--- src/sv/mws2d_pkg.sv ---
// ----------------------------------------------------------------------------
// mws2d_pkg: shared types and constants of max_window_sum_2d
// element and result widths, register indexes, default capacities and the
// per-beat control flags that travel down the pipeline
// ----------------------------------------------------------------------------
package mws2d_pkg;

    // default capacities
    localparam int DEF_MAX_COLS     = 1024;
    localparam int DEF_MAX_WIN_ROWS = 64;
    localparam int DEF_MAX_WIN_COLS = 64;

    // fixed field widths
    localparam int ELEM_W     = 16;
    localparam int BEST_W     = 27;
    localparam int OUT_DATA_W = 32;
    localparam int CFG_W      = 16;
    localparam int CFG_IDX_W  = 2;
    localparam int ROWS_W     = 16;
    localparam int COLS_W     = 11;
    localparam int WIN_W      = 7;

    // register indexes
    localparam logic [CFG_IDX_W-1:0] CFG_ROW_COUNT  = 2'd0;
    localparam logic [CFG_IDX_W-1:0] CFG_COL_COUNT  = 2'd1;
    localparam logic [CFG_IDX_W-1:0] CFG_WIN_HEIGHT = 2'd2;
    localparam logic [CFG_IDX_W-1:0] CFG_WIN_WIDTH  = 2'd3;

    // per-beat control flags, worked out from the raster position
    typedef struct packed {
        logic win_ok;   // window fits matrix and capacity
        logic c_first;  // first column of a row
        logic c_sub;    // an element leaves the horizontal window
        logic c_full;   // horizontal window is full
        logic r_sub;    // a row of sums leaves the vertical window
        logic r_full;   // vertical window is full
        logic r_zero;   // first row of the frame
        logic last;     // last element of the frame
    } t_ctl;

endpackage

--- src/sv/mws2d_rowsum.sv ---
// ----------------------------------------------------------------------------
// mws2d_rowsum: horizontal window sum
// keeps the last elements of the current row in a small memory and, while enabled,
// updates the running sum of the row window one beat per cycle
// ----------------------------------------------------------------------------
module mws2d_rowsum #(
    parameter int MAX_COLS     = mws2d_pkg::DEF_MAX_COLS,
    parameter int MAX_WIN_ROWS = mws2d_pkg::DEF_MAX_WIN_ROWS,
    parameter int MAX_WIN_COLS = mws2d_pkg::DEF_MAX_WIN_COLS,
    localparam int COL_W = (MAX_COLS > 1) ? $clog2(MAX_COLS) : 1,
    localparam int CSL_W = (MAX_WIN_COLS > 1) ? $clog2(MAX_WIN_COLS) : 1,
    localparam int HA_W  = (MAX_WIN_ROWS * MAX_COLS > 1) ? $clog2(MAX_WIN_ROWS * MAX_COLS) : 1,
    localparam int RUN_W = mws2d_pkg::ELEM_W + $clog2(MAX_WIN_COLS)
) (
    input  logic                               i_clk,
    input  logic                               i_rst_n,
    input  logic                               i_en,
    input  logic                               i_valid,
    input  logic signed [mws2d_pkg::ELEM_W-1:0] i_elem,
    input  logic        [CSL_W-1:0]            i_slot,
    input  mws2d_pkg::t_ctl                    i_ctl,
    input  logic        [COL_W-1:0]            i_col,
    input  logic        [HA_W-1:0]             i_hslot,
    output logic                               o_valid,
    output mws2d_pkg::t_ctl                    o_ctl,
    output logic        [COL_W-1:0]            o_col,
    output logic        [HA_W-1:0]             o_hslot,
    output logic signed [RUN_W-1:0]            o_run
);

    logic signed [mws2d_pkg::ELEM_W-1:0] row_delay [MAX_WIN_COLS];

    logic                                r_valid;
    mws2d_pkg::t_ctl                     r_ctl;
    logic        [COL_W-1:0]             r_col;
    logic        [HA_W-1:0]              r_hslot;
    logic signed [mws2d_pkg::ELEM_W-1:0] r_elem;
    logic signed [mws2d_pkg::ELEM_W-1:0] r_old;
    logic signed [RUN_W-1:0]             r_run;
    logic signed [RUN_W-1:0]             run_base;
    logic signed [RUN_W-1:0]             run_drop;

    // read before write: the slot still holds the element one window back
    always_ff @(posedge i_clk) begin
        if (i_en && i_valid) begin
            r_old <= row_delay[i_slot];
            if (i_ctl.win_ok) begin
                row_delay[i_slot] <= i_elem;
            end
        end
    end

    always_ff @(posedge i_clk) begin
        if (!i_rst_n) begin
            r_valid <= 1'b0;
            r_run   <= '0;
        end else if (i_en) begin
            r_valid <= i_valid;
            if (r_valid && r_ctl.win_ok) begin
                r_run <= o_run;
            end
        end
    end

    always_ff @(posedge i_clk) begin
        if (i_en && i_valid) begin
            r_ctl   <= i_ctl;
            r_col   <= i_col;
            r_hslot <= i_hslot;
            r_elem  <= i_elem;
        end
    end

    always_comb begin
        run_base = r_ctl.c_first ? '0 : r_run;
        run_drop = r_ctl.c_sub ? RUN_W'(r_old) : '0;
        o_run    = run_base + RUN_W'(r_elem) - run_drop;
    end

    assign o_valid = r_valid;
    assign o_ctl   = r_ctl;
    assign o_col   = r_col;
    assign o_hslot = r_hslot;

endmodule

--- config.mk ---
export PLATFORM = sky130hd
export DESIGN_NAME = mws2d_rowsum
export DESIGN_NICKNAME = d
export VERILOG_FILES = /design/src/sv/mws2d_pkg.sv /design/src/sv/mws2d_rowsum.sv
export SDC_FILE = /design/constraint.sdc
export NUM_CORES = 1
export LEC_CHECK = 0
export BUFFER_PORTS_ARGS = -buffer_cell sky130_fd_sc_hd__buf_2
export CAP_MARGIN = 5
export CORE_UTILIZATION = 50
export CTS_CLUSTER_DIAMETER = 30
export DETAILED_ROUTE_END_ITERATION = 8
export MAX_ROUTING_LAYER = met4
export PLACE_DENSITY = 0.66
export SLEW_MARGIN = 20
export SYNTH_ARGS = -nofsm -noshare
export SYNTH_HDL_FRONTEND = slang
export SYNTH_SLANG_ARGS = --single-unit
--- constraint.sdc ---
create_clock -name i_clk -period 3.8 [get_ports i_clk]
set_input_delay 0.38 -clock i_clk [delete_from_list [all_inputs] [get_ports i_clk]]
set_output_delay 0.38 -clock i_clk [all_outputs]
set_load 0.05 [all_outputs]
; ---- After elaboration in Yosys (flattened, before gate mapping)
; Memories as Yosys holds them, arrays and structs flattened. A register that Yosys moved wholly into a read port is not among the register bits.
; Index checks and enable logic that the tools add are counted.
; W data, S select, Z words.
[classes]
add_sub_neg = 2
mux = 5
n_reduce_logical = 3
[op_table]
columns = op, n
row1 = $mux W22, 2
row2 = $add A22 B16 Y22, 1
row3 = $sub A22 B22 Y22, 1
row4 = $mux W1, 3
row5 = $logic_and A1 B1 Y1, 2
row6 = $reduce_and A2 Y1, 1
[word_totals]
reg_bits = 73
ramBits = 1024
input_bits = 60
output_inout_bits = 57
memories = 1
[mem_list]
columns = name, words, word_bits, read_ports, rd_ports_with_merged_regs, wr, line
row1 = row_delay, 64, 16, 1, 1, 1, mws2d_rowsum.sv:31  ; logic signed [mws2d_pkg::ELEM_W-1:0] row_delay [MAX_WIN_COLS];

; ---- Longest topological paths before layout
; Gate-level depths: netlist of run 1.
[depth]
depth_word = 3
depth_mapped = 13
mapped_depth_nobuf = 12

; ---- Worst setup path before layout of run 1
; OpenSTA, ideal clock, no wires.
[synth_path]
path_type = flip-flop to output port
start = reg r_ctl, in the netlist o_ctl[6]
end = out o_run[20]
t_arrival_ns = 3.906
required_ns = 3.420
path_slack_ns = -0.486
path_stages_with_launch = 13
cell_sequence = edfxtp_1 clkbuf_1 nand2b_1 fa_1 inv_1 ha_1 clkbuf_1 and2_1 and3_1 nand3_1 or2_2 o211a_1 xnor2_1
[synth_via]
elab_chain_len = 3
[synth_lines]
columns = item, line
row1 = from (decl), mws2d_rowsum.sv:34  ; mws2d_pkg::t_ctl r_ctl;
row2 = from (signal assigned), mws2d_rowsum.sv:67  ; r_ctl <= i_ctl;
row3 = $mux W22, mws2d_rowsum.sv:75  ; run_base = r_ctl.c_first ? '0 : r_run;
row4 = $add A22 B16 Y22, mws2d_rowsum.sv:77  ; o_run = run_base + RUN_W'(r_elem) - run_drop;
row5 = $sub A22 B22 Y22, mws2d_rowsum.sv:77
row6 = to (decl), mws2d_rowsum.sv:28  ; output logic signed [RUN_W-1:0] o_run
; No other way between the ends.

; ---- Final worst setup path of run 1
[layout_path]
start = reg r_ctl, in the netlist o_ctl[5]
end = out o_run[14]
[layout_via]
elab_chain_len = 2
[layout_lines]
columns = item, line
row1 = $mux W22, mws2d_rowsum.sv:76  ; run_drop = r_ctl.c_sub ? RUN_W'(r_old) : '0;
row2 = $sub A22 B22 Y22, mws2d_rowsum.sv:77
; No other way between the ends.

==> impl_metrics.py, run 1 <==
metrics = {
    "synthesis": {
        "ys_seq_area_share_pct": 74.4,
        "yosys_most_used_dff": "edfxtp_1",
        "yosysTopAreaCellShare_pct": 73.4,
        "synth_cells": 2550,
        "async_flop_share_pct": 0,
        "synthTopCellsByArea": "edfxtp_1, mux4_2, a221oi_1",
        "synthesis.area_mm2": 0.0446,
        "syn_area_per_cell_um2": 17.5,
        "synth_edf_count": 1090,
        "synth_fp_nets": 2654,
        "ys_ff_latch": 1113,
        "synth_cell_types": 70,
        "yosysWarningCount": 0,
        "synth.largest_area_cell": "edfxtp_1",
    },
    "sta": {
        "clock_skew_ps": 39.4,
        "period_share_pct": 110,
        "period_needed_ps": 4180,
        "clock.fmax_mhz": 239,
        "tightest_slew_ps": 1130,
        "drv_slew": 0,
        "max_slew_margin_pct": 24.6,
        "hold_viol": 0,
        "hold_slack_ps": 98.7,
        "rsz0062_at_grt": "true",
        "fin_ws_ps": -380,
        "setup_viol": 16,
    },
    "setup_path": {
        "cp_cell_sequence": "buf_6 > and2_4 > fa_2 > fa_2 > nor2b_4 > o2111ai_4 > a21oi_4 > nor2_4 > o21ai_2 > xor2_1 > buf_4",
        "r2r_end": "r_run[21]",
        "cp_slowest_cell": "edfxtp_1",
        "crit_type": "reg2out",
        "slowest_delay_ps": 480,
        "crit_end": "o_run[14]",
        "r2r-start": "o_ctl[5]",
        "start_kind": "register",
        "rrSetupSlack_ps": 130,
        "r2r.worst_path.cells": 19,
        "arrival_ps": 3800,
        "critPathBufInv": 2,
        "cp.depth": 11,
        "worstPathMaxFanout": 6,
        "path_common_cell": "fa_2",
        "crit_path_end_kind": "primary output",
        "cp-startpoint": "o_ctl[5]",
        "cp.required_ps": 3420,
        "cp_top_family": "adder cells",
    },
    "drt": {
        "drt_iter0_drc": 3325,
        "drc": 0,
        "postRouteAntennaNets": 0,
        "wl_per_cell_um": 29.6,
        "drt_pre_antenna_iters": 6,
        "vias": 27200,
        "wl_um": 130000,
        "vias_per_cell": 6.19,
    },
    "floorplanning": {
        "fp-row-count": 109,
        "io_pins": 117,
        "die_x_um": 301,
        "coreArea_mm2": 0.0884,
        "dieArea_mm2": 0.0904,
        "start_util_pct": 50.5,
        "die_h_um": 301,
    },
    "power_and_ir_drop": {
        "p_leak_nw": 19.7,
        "cellPowerDensity_mw_per_mm2": 612,
        "ir_worst_vdd_v": 0.000575,
        "total_power_mw": 34.8,
    },
    "global_routing": {
        "grt_max_degree": 67,
        "grt_pass1_vias": 27200,
        "grt_pass1_wl_um": 186000,
        "gr-total-overflow": 0,
        "grt_usage_pct": 29.7,
        "antenna_found_initial": 6,
    },
    "min_path": {
        "min_path_type": "in2reg",
    },
    "cells_and_area": {
        "drive_above_1_share_pct": 33.3,
        "fin_util_pct": 64.4,
        "synthToLayoutAreaGrowth_pct": 27.6,
        "layout.nets": 3150,
        "instances_no_fill": 4390,
    },
    "flow_run": {
        "drv_cap": 0,
    },
    "clock_network": {
        "cts_tree": "built",
        "root_buffer": "clkbuf_16",
        "cts_buffers": 203,
        "clock_path_buffers": 3,
        "cts_sinks": 1113,
        "clk_latency_ps": 800,
        "clkTransAtPathRegs_ps": 50,
        "h-tree-depth": 4,
    },
    "placement": {
        "portBuffers": 116,
        "dp.cells": 3924,
        "dp.final_hpwl_um": 77900,
        "preCtsSetupSlack_ps": -88.6,
        "gp_congestion": 0.941,
    },
    "run_status": {
        "failed_checks": "negative setup slack",
        "status": "complete, but fails checks",
    },
}
cells by family after synthesis:
logic type	share of synthesized area, %
AOI/OAI and AO/OA	8.17
muxes	9.02
xor gates and xnor gates	0.393
adders and majority gates	1.59
buffers and inverters	2.43
DFF	74.4
and+or+nand+nor	3.98
layout by cell type, fill, tap and decap left out, drive strengths merged, types with 26 or more instances in the layout:
| cell | count |
|---|---|
| clkinv | 86 |
| mux4 | 99 |
| a221oi | 115 |
| buf | 413 |
| a21oi | 88 |
| mux2 | 79 |
| o22ai | 49 |
| a22oi | 49 |
| clkbuf | 224 |
| o21ai | 49 |
| inv | 98 |
| mux2i | 90 |
| edfxtp | 1090 |
| dlygate4sd3 | 36 |
| nand3 | 26 |
| nor2 | 138 |
| nand2 | 95 |
what timing repair did:
action,CTS,global route
endpoints found under the setup margin,18,19
pin swaps,38,53
setup buffers,29,19
hold buffers,36,0
cloned,2,0
endpoints found under the hold margin,35,0
resized for setup,135,72
metal layers:
metal	share of wire, %	track usage (%)	routed length, µm	up-vias
li1	-	-	-	11400
met3	10	6.79	13200	276
met2	47	44.7	60800	1627
met5	0	-	0	-
met1	39	38.9	50500	13900
met4	4.0	12.6	5240	0
Yosys cell counts (all sizes together), types with 24 or more instances:
cell type / instances
nand2b: 24
a22oi: 49
a221oi: 115
inv: 69
clkbuf: 66
nor2: 138
nand3: 26
edfxtp: 1090
a21oi: 88
mux2: 79
and2: 25
mux2i: 90
buf: 92
o21ai: 49
o22ai: 49
nand2: 95
mux4: 99
cell type report:
cell class | instances | area [µm²]
Multi-Input combinational cell | 1209 | 11300
Fill cell | 6002 | 31500
Antenna cell | 4 | 10.0
Clock inverter | 156 | 1760
Clock buffer | 224 | 5210
Sequential cell | 1113 | 33200
Inverter | 70 | 265
Timing Repair Buffer | 449 | 3750
Tap cell | 1165 | 1460
state kept, by name, indices dropped and copies added, names as in the netlist:
signal and flops:
o_col 10, o_ctl 8, r_elem 16, r_old 16, row_delay 1024, o_hslot 16, o_valid 1, r_run 22
through the flow:
stage,area [µm²],TNS (ps)
finish,56900,-4220
global route,56900,-6530
CTS,56400,-5730
detailed placement,48300,-92.1
global placement,48300,-34.7
floorplan,44700,-662
how the worst min path moves through the flow:
stage | startpoint | end | slack [ps] | depth (start not counted)
floorplan | r_run[0] | r_run[0] | 440 | 2
global placement | r_run[8] | r_run[8] | 440 | 2
detailed placement | r_run[4] | r_run[4] | 450 | 2
CTS | i_rst_n | r_run[11] | 40 | 2
global route | i_rst_n | r_run[11] | 90 | 2
finish | i_rst_n | r_run[11] | 100 | 2
where the power goes:
part | leakage (nW) | total, mW | switching, mW | internal, mW
combinational | 6.33 | 3.36 | 2.08 | 1.28
sequential | 10.0 | 13.6 | 0.0292 | 13.6
clock | 3.34 | 17.9 | 6.52 | 11.3
worst register-to-register path: cells and delay by family (launching register included):
kind,cells,cell delay (ps)
AOI/OAI and AO/OA,3,530
adders and majority gates,2,790
buffers and inverters,10,1290
DFF,1,480
and+or+nand+nor,4,440
Power figures use the tool's default switching activity.
==> run 2, diff against run 1 <==
REMOVE_ABC_BUFFERS = 1   (was not set)
TNS_END_PERCENT = 20   (was not set)
==> run 2 against run 1 <==
The run still ends with negative setup slack left. Worst hold slack gained 20 ps. Utilization shrank 1.1 points. Clock power shrank 4%. Clock skew grew 7.8 ps. First-iteration DRC count grew 7.4%. Combinational power shrank 7.1%. Clock-buffer cell count shrank 18. Worst setup slack gained 63 ps. Sequential share of layout area grew 1.0 points.
==> impl_metrics.py, run 2 (same netlist as run 1, synthesis figures left out) <==
metrics = {
    "setup_path": {
        "cp-startpoint": "o_ctl[6]",
        "start_kind": "register",
        "r2r_end": "r_run[14]",
        "r2r-start": "o_ctl[6]",
        "r2r.worst_path.cells": 11,
        "cp.required_ps": 3420,
        "worstPathMaxFanout": 7,
        "crit_type": "reg2out",
        "rrSetupSlack_ps": 490,
        "crit_end": "o_run[20]",
        "crit_path_end_kind": "primary output",
        "arrival_ps": 3740,
    },
    "flow_run": {
        "drv_cap": 0,
    },
    "drt": {
        "vias": 27300,
        "wl_um": 131000,
        "vias_per_cell": 6.29,
        "drc": 0,
        "postRouteAntennaNets": 0,
        "drt_pre_antenna_iters": 6,
        "wl_per_cell_um": 30.1,
        "drt_iter0_drc": 3571,
    },
    "clock_network": {
        "cts_tree": "built",
        "clkTransAtPathRegs_ps": 50,
        "cts_sinks": 1113,
        "h-tree-depth": 4,
        "clock_path_buffers": 3,
        "clk_latency_ps": 790,
        "cts_buffers": 189,
        "root_buffer": "clkbuf_16",
    },
    "power_and_ir_drop": {
        "total_power_mw": 34.0,
        "ir_worst_vdd_v": 0.000571,
        "p_leak_nw": 19.2,
        "cellPowerDensity_mw_per_mm2": 608,
    },
    "floorplanning": {
        "fp-row-count": 109,
        "dieArea_mm2": 0.0904,
        "die_x_um": 301,
        "die_h_um": 301,
        "start_util_pct": 50.5,
        "coreArea_mm2": 0.0884,
        "io_pins": 117,
    },
    "global_routing": {
        "grt_use_met2_pct": 45.3,
        "grt_pass1_wl_um": 187000,
        "busiest_layer": "met2",
        "gr-total-overflow": 0,
        "grt_usage_pct": 29.9,
        "antenna_found_initial": 11,
        "grt_use_met1_pct": 38.9,
        "grt_pass1_vias": 27100,
        "gr-usage-met3_pct": 6.77,
        "grt_max_degree": 68,
    },
    "cells_and_area": {
        "instances_no_fill": 4338,
        "layout.nets": 3112,
        "fin_util_pct": 63.3,
        "max_flop_register": "row_delay",
        "drive_above_1_share_pct": 31.8,
        "synthToLayoutAreaGrowth_pct": 25.4,
        "reg_top3": "row_delay: 1024 flops, r_run: 22 flops",
        "final_cell_mix": "edfxtp_1, buf_4, clkbuf_16",
        "largest_reg_flops": 1024,
        "layout_commonest_cell": "edfxtp_1",
        "stdcell_area_mm2": 0.0559,
    },
    "placement": {
        "portBuffers": 116,
        "preCtsSetupSlack_ps": 66.3,
        "dp.final_hpwl_um": 79600,
        "placed_area_mm2": 0.0479,
        "gp_congestion": 0.911,
        "dp.cells": 3914,
    },
    "sta": {
        "fin_ws_ps": -317,
        "clock.fmax_mhz": 243,
        "tightest_slew_ps": 1090,
        "clock_skew_ps": 47.3,
        "finalSetupTns_ps": -3730,
        "rsz0062_at_grt": "true",
        "max_slew_margin_pct": 27.2,
        "hold_viol": 0,
        "period_needed_ps": 4120,
        "drv_slew": 0,
        "setup_viol": 15,
        "period_share_pct": 108,
        "hold_slack_ps": 119,
    },
    "run_status": {
        "failed_checks": "negative setup slack",
        "status": "complete, but fails checks",
    },
    "min_path": {
        "min_path_type": "in2reg",
    },
}
## run 2: final cells by class
cell class                      instances  area, µm²
Sequential cell                      1113      33200
Fill cell                            6024      32500
Multi-Input combinational cell       1209      11100
Clock buffer                          206       4880
Timing Repair Buffer                  425       3360
Clock inverter                        145       1690
Tap cell                             1165       1460
Inverter                               70        265
Antenna cell                            5       12.5
## run 2: what timing repair did
item                                    in CTS  in global routing
gates resized for setup                    115                 48
pin swaps                                   35                 41
hold buffers                                36                  0
endpoints found under the setup margin      18                 18
cloned                                       1                  0
hold endpoints to repair                    39                  0
setup buffers                               18                 13
## run 2: worst min path at each step
stage          startpoint         endpoint  slack [ps]  cells past startpoint
2_1_floorplan    r_run[0]         r_run[0]         440                      2
3_3_place_gp     r_run[5]         r_run[5]         450                      2
3_5_place_dp     r_run[3]         r_run[3]         450                      2
4_1_cts         i_elem[8]  row_delay[7][8]          90                      1
5_1_grt         i_elem[8]  row_delay[7][8]         120                      1
6_report        i_elem[8]  row_delay[7][8]         120                      1
## run 2: worst max-delay path: stages (launching register included)
cell and delay (ps):
edfxtp_1 520, nand2b_4 210, fa_2 480, fa_2 440, nor2b_4 160, o2111ai_4 160, a21oi_2 210, buf_4 150
nor3_2 40, o211a_1 260, xnor2_1 140, buf_4 210
## run 2: report_power, final
part / switching (mW) / internal, mW
sequential: 0.0290 / 13.6
combinational: 2.01 / 1.11
clock: 6.11 / 11.1
## run 2: routing by layer
| layer | routed length (µm) | vias up | part of all wire [%] |
|---|---|---|---|
| li1 | - | 11300 | - |
| met5 | 0 | - | 0 |
| met3 | 14500 | 365 | 11 |
| met1 | 49300 | 13800 | 38 |
| met4 | 5850 | 0 | 4.5 |
| met2 | 60900 | 1836 | 47 |
